<file path="config.mk">
export PLATFORM = sky130hd
export DESIGN_NAME = vna_norm
export DESIGN_NICKNAME = d
export VERILOG_FILES = /design/src/rtl/vna_pkg.sv /design/src/rtl/vna_norm.sv
export SDC_FILE = /design/constraint.sdc
export NUM_CORES = 2
export LEC_CHECK = 0
export BUFFER_PORTS_ARGS = -buffer_cell sky130_fd_sc_hd__clkbuf_2
export CORE_UTILIZATION = 50
export DETAILED_ROUTE_END_ITERATION = 8
export PLACE_DENSITY = 0.76
export SLEW_MARGIN = 30
export SYNTH_ARGS = -nofsm -noshare
export SYNTH_HDL_FRONTEND = slang
export SYNTH_SLANG_ARGS = --single-unit
</file>
<file path="constraint.sdc">
create_clock -name clk -period 15 [get_ports clk]
set_input_delay 3 -clock clk [delete_from_list [all_inputs] [get_ports clk]]
set_output_delay 3 -clock clk [all_outputs]
set_load 0.01 [all_outputs]
</file>
<file path="src/rtl/vna_pkg.sv">
package vna_pkg;

  localparam int MAX_VERTICES_DEF = 4096;
  localparam int ACCUM_BITS_DEF   = 32;

  localparam int IDX_W   = 12;
  localparam int POS_W   = 32;
  localparam int NRM_W   = 16;
  localparam int CMD_W   = 2;
  localparam int S_DATA_W = 136;
  localparam int M_DATA_W = 64;

  // unit length in q1.14
  localparam logic [14:0] Q14_ONE = 15'd16384;

  typedef enum logic [CMD_W-1:0] {
    CMD_LOAD = 2'd0,
    CMD_TRI  = 2'd1,
    CMD_READ = 2'd2
  } cmd_t;

  typedef enum logic [2:0] {
    N_IDLE,
    N_SHIFT,
    N_SQ,
    N_SQRT,
    N_DIVI,
    N_DIV,
    N_DONE
  } norm_state_t;

  typedef struct packed {
    logic busy;
    logic done;
    logic zero;
  } norm_stat_t;

  typedef enum logic [3:0] {
    S_IDLE,
    S_TRI_RA,
    S_TRI_RB,
    S_TRI_RC,
    S_TRI_EDGE,
    S_NAB_GO,
    S_NAB_WAIT,
    S_NAC_GO,
    S_NAC_WAIT,
    S_CROSS_MUL,
    S_CROSS_RND,
    S_ACC_RD,
    S_ACC_WR,
    S_RD_ACC,
    S_RD_GO,
    S_RD_WAIT
  } state_t;

endpackage

</file>
<file path="src/rtl/vna_norm.sv">
module vna_norm #(
  parameter int NW = 33
) (
  input  logic                              clk,
  input  logic                              rst,
  input  logic                              start,
  input  logic [2:0][NW-1:0]                vec,
  output vna_pkg::norm_stat_t               stat,
  output logic [2:0][vna_pkg::NRM_W-1:0]    res
);

  vna_pkg::norm_state_t nstate, nstate_next;

  logic [2:0]          neg;
  logic [2:0][NW-1:0]  m;
  logic [NW-1:0]       mx;
  logic [2:0]          step;
  logic [1:0]          idx;
  logic [61:0]         sumsq;
  logic [61:0]         num;
  logic [61:0]         root;
  logic [61:0]         sbit;
  logic [30:0]         rem;
  logic [14:0]         nb;
  logic [14:0]         q;
  logic [3:0]          cnt;
  logic                zero_r;

  logic [2:0][NW-1:0]  mag_in;
  logic [NW-1:0]       mx_in;
  logic [4:0]          sh;
  logic                go_right;
  logic                go_left;
  logic [59:0]         prod;
  logic [61:0]         sumsq_next;
  logic [61:0]         trial;
  logic [30:0]         len;
  logic [44:0]         dvd;
  logic [31:0]         r2;
  logic                ge;
  logic [14:0]         q_new;
  logic [14:0]         q_clip;

  always_comb begin
    for (int k = 0; k < 3; k++) begin
      mag_in[k] = vec[k][NW-1] ? (~vec[k] + NW'(1)) : vec[k];
    end
    mx_in = mag_in[0];
    if (mag_in[1] > mx_in) mx_in = mag_in[1];
    if (mag_in[2] > mx_in) mx_in = mag_in[2];
    sh       = 5'(5'd1 << step);
    go_right = 64'(mx) >= (64'd1 << (29 + int'(sh)));
    go_left  = 64'(mx) < (64'd1 << (30 - int'(sh)));
    prod       = m[idx][29:0] * m[idx][29:0];
    sumsq_next = sumsq + 62'(prod);
    trial      = root + sbit;
    len        = root[30:0];
    dvd        = 45'({m[idx][29:0], 14'd0}) + 45'(len >> 1);
    r2         = {rem, nb[14]};
    ge         = r2 >= {1'b0, len};
    q_new      = {q[13:0], ge};
    q_clip     = (q_new > vna_pkg::Q14_ONE) ? vna_pkg::Q14_ONE : q_new;
  end

  always_ff @(posedge clk) begin
    if (rst) begin
      nstate <= vna_pkg::N_IDLE;
    end else begin
      nstate <= nstate_next;
    end
  end

  always_comb begin
    nstate_next = nstate;
    case (nstate)
      vna_pkg::N_IDLE: begin
        if (start) nstate_next = (mx_in == '0) ? vna_pkg::N_DONE : vna_pkg::N_SHIFT;
      end
      vna_pkg::N_SHIFT: begin
        if (step == 3'd0) nstate_next = vna_pkg::N_SQ;
      end
      vna_pkg::N_SQ: begin
        if (idx == 2'd2) nstate_next = vna_pkg::N_SQRT;
      end
      vna_pkg::N_SQRT: begin
        if (sbit == 62'd1) nstate_next = vna_pkg::N_DIVI;
      end
      vna_pkg::N_DIVI: nstate_next = vna_pkg::N_DIV;
      vna_pkg::N_DIV: begin
        if (cnt == 4'd1) nstate_next = (idx == 2'd2) ? vna_pkg::N_DONE : vna_pkg::N_DIVI;
      end
      vna_pkg::N_DONE: nstate_next = vna_pkg::N_IDLE;
      default: nstate_next = vna_pkg::N_IDLE;
    endcase
  end

  always_ff @(posedge clk) begin
    case (nstate)
      vna_pkg::N_IDLE: begin
        if (start) begin
          for (int k = 0; k < 3; k++) begin
            neg[k] <= vec[k][NW-1];
          end
          m      <= mag_in;
          mx     <= mx_in;
          step   <= 3'd4;
          zero_r <= (mx_in == '0);
          if (mx_in == '0) res <= '0;
        end
      end
      vna_pkg::N_SHIFT: begin
        // greedy binary steps bring the largest magnitude into [2^29, 2^30)
        if (go_right) begin
          mx <= mx >> sh;
          for (int k = 0; k < 3; k++) m[k] <= m[k] >> sh;
        end else if (go_left) begin
          mx <= mx << sh;
          for (int k = 0; k < 3; k++) m[k] <= m[k] << sh;
        end
        step  <= step - 3'd1;
        idx   <= 2'd0;
        sumsq <= '0;
      end
      vna_pkg::N_SQ: begin
        sumsq <= sumsq_next;
        idx   <= idx + 2'd1;
        if (idx == 2'd2) begin
          num  <= sumsq_next;
          root <= '0;
          sbit <= 62'd1 << 60;
        end
      end
      vna_pkg::N_SQRT: begin
        if (num >= trial) begin
          num  <= num - trial;
          root <= (root >> 1) + sbit;
        end else begin
          root <= root >> 1;
        end
        sbit <= sbit >> 2;
        idx  <= 2'd0;
      end
      vna_pkg::N_DIVI: begin
        rem <= 31'(dvd[44:15]);
        nb  <= dvd[14:0];
        q   <= '0;
        cnt <= 4'd15;
      end
      vna_pkg::N_DIV: begin
        rem <= ge ? 31'(r2 - {1'b0, len}) : r2[30:0];
        nb  <= {nb[13:0], 1'b0};
        q   <= q_new;
        cnt <= cnt - 4'd1;
        if (cnt == 4'd1) begin
          res[idx] <= neg[idx] ? (~{1'b0, q_clip} + 16'd1) : {1'b0, q_clip};
          idx      <= idx + 2'd1;
        end
      end
      default: ;
    endcase
  end

  always_comb begin
    stat.busy = (nstate != vna_pkg::N_IDLE);
    stat.done = (nstate == vna_pkg::N_DONE);
    stat.zero = zero_r;
  end

endmodule

</file>
# Yosys cells after proc, flatten, opt, wreduce, memory -nomap -nowiden
# Index checks and enable logic that the tools add are counted.
# Widths: inputs -> output; s select.
dict set report word_totals {
  ff_bits 504
  inputBits 102
  output_inout_bits 51
}
dict set report classes {
  add_sub_neg 15
  mul 1
  n_lt_le_gt_ge 9
  eq_ne 17
  shifts 11
  muxes 52
  n_bitwise 4
  reduce_logical 20
}
# cell n
set ops {}
lappend ops {{$pmux 62 s2} 4}
lappend ops {{$mux 62} 5}
lappend ops {{$mux 99} 3}
lappend ops {{$mux 33} 8}
lappend ops {{$pmux 99 s2} 1}
lappend ops {{$mux 48} 3}
lappend ops {{$shl 33x5->33} 4}
lappend ops {{$shr 33x5->33} 4}
lappend ops {{$add 33x1->33 const B} 3}
lappend ops {{$not 33->33} 3}
lappend ops {{$pmux 48 s2} 1}
lappend ops {{$bmux 33 s2} 1}
lappend ops {{$gt 33x33->1} 2}
lappend ops {{$pmux 33 s2} 1}
lappend ops {{$ge 33x64->1} 1}
lappend ops {{$lt 33x64->1} 1}
lappend ops {{$shl 1x32->64 const A} 1}
lappend ops {{$shl 1x6->64 const A} 1}
lappend ops {{$add 61x62->62} 1}
lappend ops {{$add 62x60->62} 1}
lappend ops {{$add 62x62->62} 1}
lappend ops {{$eq 62x1->1 const B} 1}
lappend ops {{$ge 62x62->1} 1}
lappend ops {{$pmux 31 s2} 1}
lappend ops {{49 further kinds} 76}

# Logic depth before layout (Yosys ltp)
dict set report logic_depth {
  depth_word 11
  ltp_mapped 39
}

# Worst setup path before layout
# Ideal clock, no wire load.
dict set report synth_timing {
  path_kind {input-to-reg}
  startpoint {input vec[33] (netlist bit)}
  endpoint {register res[0] (netlist bit), enable pin}
  setup_ns 0.410
  arrival_ns 10.951
  required_time_ns 14.590
  path_slack_ns 3.639
  cell_stages 32
  path_cell_list {inv_1 -> ha_1 -> or4b_2 -> or3_1 -> or2_1 -> o41a_1 -> xor2_1 -> ha_1 -> and3_1 -> a22oi_1 -> a21oi_1 -> o211a_1 -> a2111o_1 -> o21a_1 -> nor2_2 -> clkbuf_1 -> clkbuf_1 -> nand2_1 -> o21ai_0 -> ha_1 -> a21o_1 -> a21o_1 -> a2111oi_0 -> o21bai_1 -> a21o_1 -> a211oi_1 -> or2_2 -> buf_2 -> o21ai_1 -> o31a_1 -> nor4_4 -> a22o_1}
}
dict set report synth_between {
  elab_chain_len 10
}
# element line
set synth_lines {}
lappend synth_lines {{start, declared} vna_norm.sv:7} ;# input logic [2:0][NW-1:0] vec,
lappend synth_lines {{$not 33->33} vna_norm.sv:46} ;# mag_in[k] = vec[k][NW-1] ? (~vec[k] + NW'(1)) : vec[k];
lappend synth_lines {{$add 33x1->33} vna_norm.sv:46}
lappend synth_lines {{$mux 33 (*)} vna_norm.sv:46}
lappend synth_lines {{$gt 33x33->1} vna_norm.sv:49} ;# if (mag_in[1] > mx_in) mx_in = mag_in[1];
lappend synth_lines {{$mux 33 (*)} vna_norm.sv:49}
lappend synth_lines {{$gt 33x33->1} vna_norm.sv:50} ;# if (mag_in[2] > mx_in) mx_in = mag_in[2];
lappend synth_lines {{$mux 33 (*)} vna_norm.sv:50}
lappend synth_lines {{$logic_not 33->1 (*)} vna_norm.sv:108} ;# if (mx_in == '0) res <= '0;
lappend synth_lines {{$ne 2x2->1 (no line) (*)} n/a}
lappend synth_lines {{$reduce_and 4->1 (no line) (*)} n/a}
lappend synth_lines {{end signal, assigned by index} vna_norm.sv:155} ;# res[idx] <= neg[idx] ? (~{1'b0, q_clip} + 16'd1) : {1'b0, q_clip};
lappend synth_lines {{end, declared} vna_norm.sv:9} ;# output logic [2:0][vna_pkg::NRM_W-1:0] res
# Every way passes the cells marked *; elsewhere a longest branch is shown, timed or not.
# A chain may end at the register's enable or synchronous reset.

# Final worst setup path
dict set report layout_timing {
  startpoint {input vec[0] (netlist bit)}
  endpoint {register res[21] (netlist bit), enable pin}
}
# The elaborated chain is that of the path after synthesis.

==> results.md <==
| Parameter | Reported | Unit |
|---|---|---|
| Die width | 386 | um |
| Ys flop type | edfxtp_1 | - |
| Final clock period utilization by the worst path | 79.7 | % |
| Most used cells in the layout excluding fill and tap cells | inv_1, nor2_1, fa_1 | - |
| Last weighted congestion value of the routability-driven placer | 1.07 | - |
| Clock tree buffer depth | 3 | - |
| Slew at the pin with the worst max-slew slack | 1.05 | ns |
| Class of the tightest hold or removal check | reg2reg | - |
| Starting density of the core | 50.5 | % |
| Clk root buf | clkbuf_16 | - |
| Number of library cell types mapped by synthesis | 92 | - |
| I/O pin count | 153 | - |
| DRC marker count from the first detailed-route iteration | 8,841 | - |
| Flip-flop and latch count after synthesis | 473 | - |
| Sum of buffers and inverters on the critical path | 4 | - |
| Depth of the worst register-to-register path | 34 | - |
| Number of warnings reported in the yosys synthesis log | 0 | - |
| Maximum single-stage delay on the critical path | 0.63 | ns |
| Area contributors post-synth | fa_1, edfxtp_1, ha_1 | - |
| RSZ-0062 raised after global routing | no | - |
| Upper clock frequency limit | 83.6 | MHz |
| Post-synth EDFFs | 470 | - |
| Proportion of netlist area held by the largest area contributor | 20.5 | % |
| Number of hold-repair buffers added at the cts stage | 0 | - |
| Ratio of routed vias to standard cells | 6.44 | - |
| Required @ worst endpoint | 15.30 | ns |
| Status | finished, final reports clean | - |
| Post-synthesis cell type with the largest combined area | fa_1 | - |
| Area of the die | 149,000 | um2 |
| Mapped cell area | 73,700 | um2 |
| Antenna violations before repair | 14 | - |
| Portion of netlist area occupied by mux cells | 5.95 | % |
| First-pass GRT wire length | 404,000 | um |
| Clock slew seen by the registers of the worst setup and hold paths | 0.06 | ns |
| Type of the worst setup path | in2reg | - |
| Endpoints failing hold | 0 | - |
| Slowest cell on the critical path | nor4_4 | - |
| Worst Setup Slack post-DPL | 2.52 | ns |
| Synth Area in XOR/XNOR | 4.47 | % |
| Detailed placer's ending HPWL | 208,000 | um |
| Layout cell share with drive strength beyond 1 | 5.93 | % |
| Endpoints failing setup | 0 | - |
| Compound-Gate Fraction of Synth Area | 17.6 | % |
| Vias | 68,100 | - |
| Clock insertion delay at the later pin of the skew report | 0.72 | ns |
| Remaining max-slew budget at the tightest pin | 29.5 | % |
| Sum of overflow across all layers after global routing | 0 | - |
| Critical path peak fanout | 48 | - |
| Area fraction in and, or, nand and nor cells after synthesis | 15.1 | % |
| Slew Viols, Final | 0 | - |
| Synthesized-area fraction occupied by adder cells | 29.6 | % |
| Area of the core region | 146,000 | um2 |
| Fin nets | 9,979 | - |
| Post-CTS Resized | 0 | - |
| Setup total negative slack | 0 | ns |
| Count of cell instances traversed by the critical path | 31 | - |
| Core Rows | 140 | - |
| Register area share after synthesis | 19.2 | % |
| Total wire length after detailed routing | 269,000 | um |
| Num CTS Buffers | 58 | - |
| Vias in the first global route | 65,700 | - |
| Largest net degree at the start of global routing | 121 | - |
| Drt wl/cell | 25.5 | um |
| Critical path capture point type | register | - |
| Count of cells along the worst hold path | 2 | - |
| Max-cap violation count | 0 | - |
| Worst Skew | 0.0604 | ns |
| Die Ht | 386 | um |
| Combinational family with the most area after synthesis | adder cells | - |
| Min Clock Period, post-route | 11.96 | ns |
| Relative area change from synthesis to final layout | 6.83 | % |
| CTS tree | yes | - |
| Startpoint kind of the worst setup timing path | input port | - |
| Register-to-register path setup slack | 3.42 | ns |
| Async set or reset register ratio after synthesis | 0 | % |
| Crit path DAT | 12.26 | ns |
| Remaining antenna violation count | 0 | - |
| Most common library cell in the layout ignoring fill and taps | inv_1 | - |
| Overall global routing resource usage | 35.7 | % |
| Number of instances in the synthesized netlist | 8,685 | - |
| Residual DRC count | 0 | - |
| Worst path setup slack after routing | 3.04 | ns |
| Mean instance size in the synthesized netlist | 8.48 | um2 |
| Deepest level of the CTS H-tree | 2 | - |
| Family with the most delay on the worst path | compound AO/OA/AOI/OAI gates | - |
| Number of iterations in the first detailed-routing pass | 8 | - |
| Clock sink total | 473 | - |
| Count of buffers added by post-CTS timing repair for setup | 0 | - |
| Count of input and output buffers | 152 | - |
[worst register-to-register path, delay by kind of cell (launching register included)]
kind	cells	cell delay [ns]
adders and majority gates	9	4.32
AOI/OAI and AO/OA	9	3.09
buffers and inverters	11	2.54
and+or+nand+nor	3	0.70
DFF	1	0.32
xor gates and xnor gates	1	0.27
muxes	1	0.12
[through the flow]
| step | hold WS (ns) | utilization (%) | std cells | cell area (um2) |
|---|---|---|---|---|
| 2_1_floorplan | 0.484 | - | 8695 | 73700 |
| 3_3_place_gp | 0.499 | 52.4 | 10400 | 76500 |
| 3_5_place_dp | 0.510 | 52.5 | 10400 | 76600 |
| 4_1_cts | 0.526 | 53.9 | 10600 | 78600 |
| 5_1_grt | 0.542 | 53.9 | 10600 | 78700 |
| 6_report | 0.531 | 53.9 | 10600 | 78700 |
[synth_stat cells (all sizes together) (17+ instances only)]
cell	count
inv	1085
nor2	937
fa	756
nand2	712
o21ai	663
ha	532
edfxtp	470
a21oi	449
mux2i	434
clkbuf	417
xnor2	221
a21o	177
nand2b	158
xor2	155
nor3	139
a31oi	120
nand3	107
a211oi	97
and3	83
nand4	80
o211ai	74
or3	65
buf	63
o22ai	62
o21bai	61
o31ai	46
nor4	42
o21a	41
o221ai	37
and2	35
nor2b	32
a21boi	27
or4	27
o32ai	23
a311oi	19
o41ai	19
a221oi	17
o311ai	17
[logic make-up after synthesis]
kind of cell	after synthesis
simple gates	2467
compound gates	2068
buf+inv	1574
fa+ha+maj	1289
flops	473
mux	437
xor+xnor	376
other cells	1
[sequential cells by signal (all words and copies together), names as in the netlist]
register  count
neg           3
sbit         31
nstate        3
sumsq        62
idx           2
res          48
num          62
root         62
nb           15
q            14
m            99
rem          31
step          3
cnt           4
zero_r        1
mx           33
[cell type report]
| cell class | count | area [um2] |
|---|---|---|
| flip-flops and latches | 473 | 14200 |
| fillers | 13200 | 67200 |
| well taps | 1917 | 2400 |
| clock buffers | 70 | 1500 |
| inverters | 1094 | 4110 |
| clock inverters | 36 | 559 |
| repair buffers | 314 | 2000 |
| diodes | 9 | 22.5 |
| multi-input cells | 6648 | 53900 |
[final timing paths]
kind	end	startpoint
min	nb[3]$_DFFE_PP_	nb[2]$_DFFE_PP_
max	res[21]$_SDFFCE_PN0P_	vec[0]
min reg2reg	nb[3]$_DFFE_PP_	nb[2]$_DFFE_PP_
max reg2reg	num[56]$_DFFE_PP_	idx[0]$_SDFFCE_PP0P_
[per-layer routing]
layer | wire (um) | global-route usage [%] | vias up
met2 | 112000 | 51.6 | 4517
met4 | 13200 | 15.1 | 8
met3 | 35800 | 9.72 | 833
li1 | - | - | 29700
met5 | 52 | 0 | -
met1 | 108000 | 50.1 | 33000
Power is left out: the tool's default activity adds up to more than one toggle a clock period on the data nets, which glitch-free logic cannot reach.
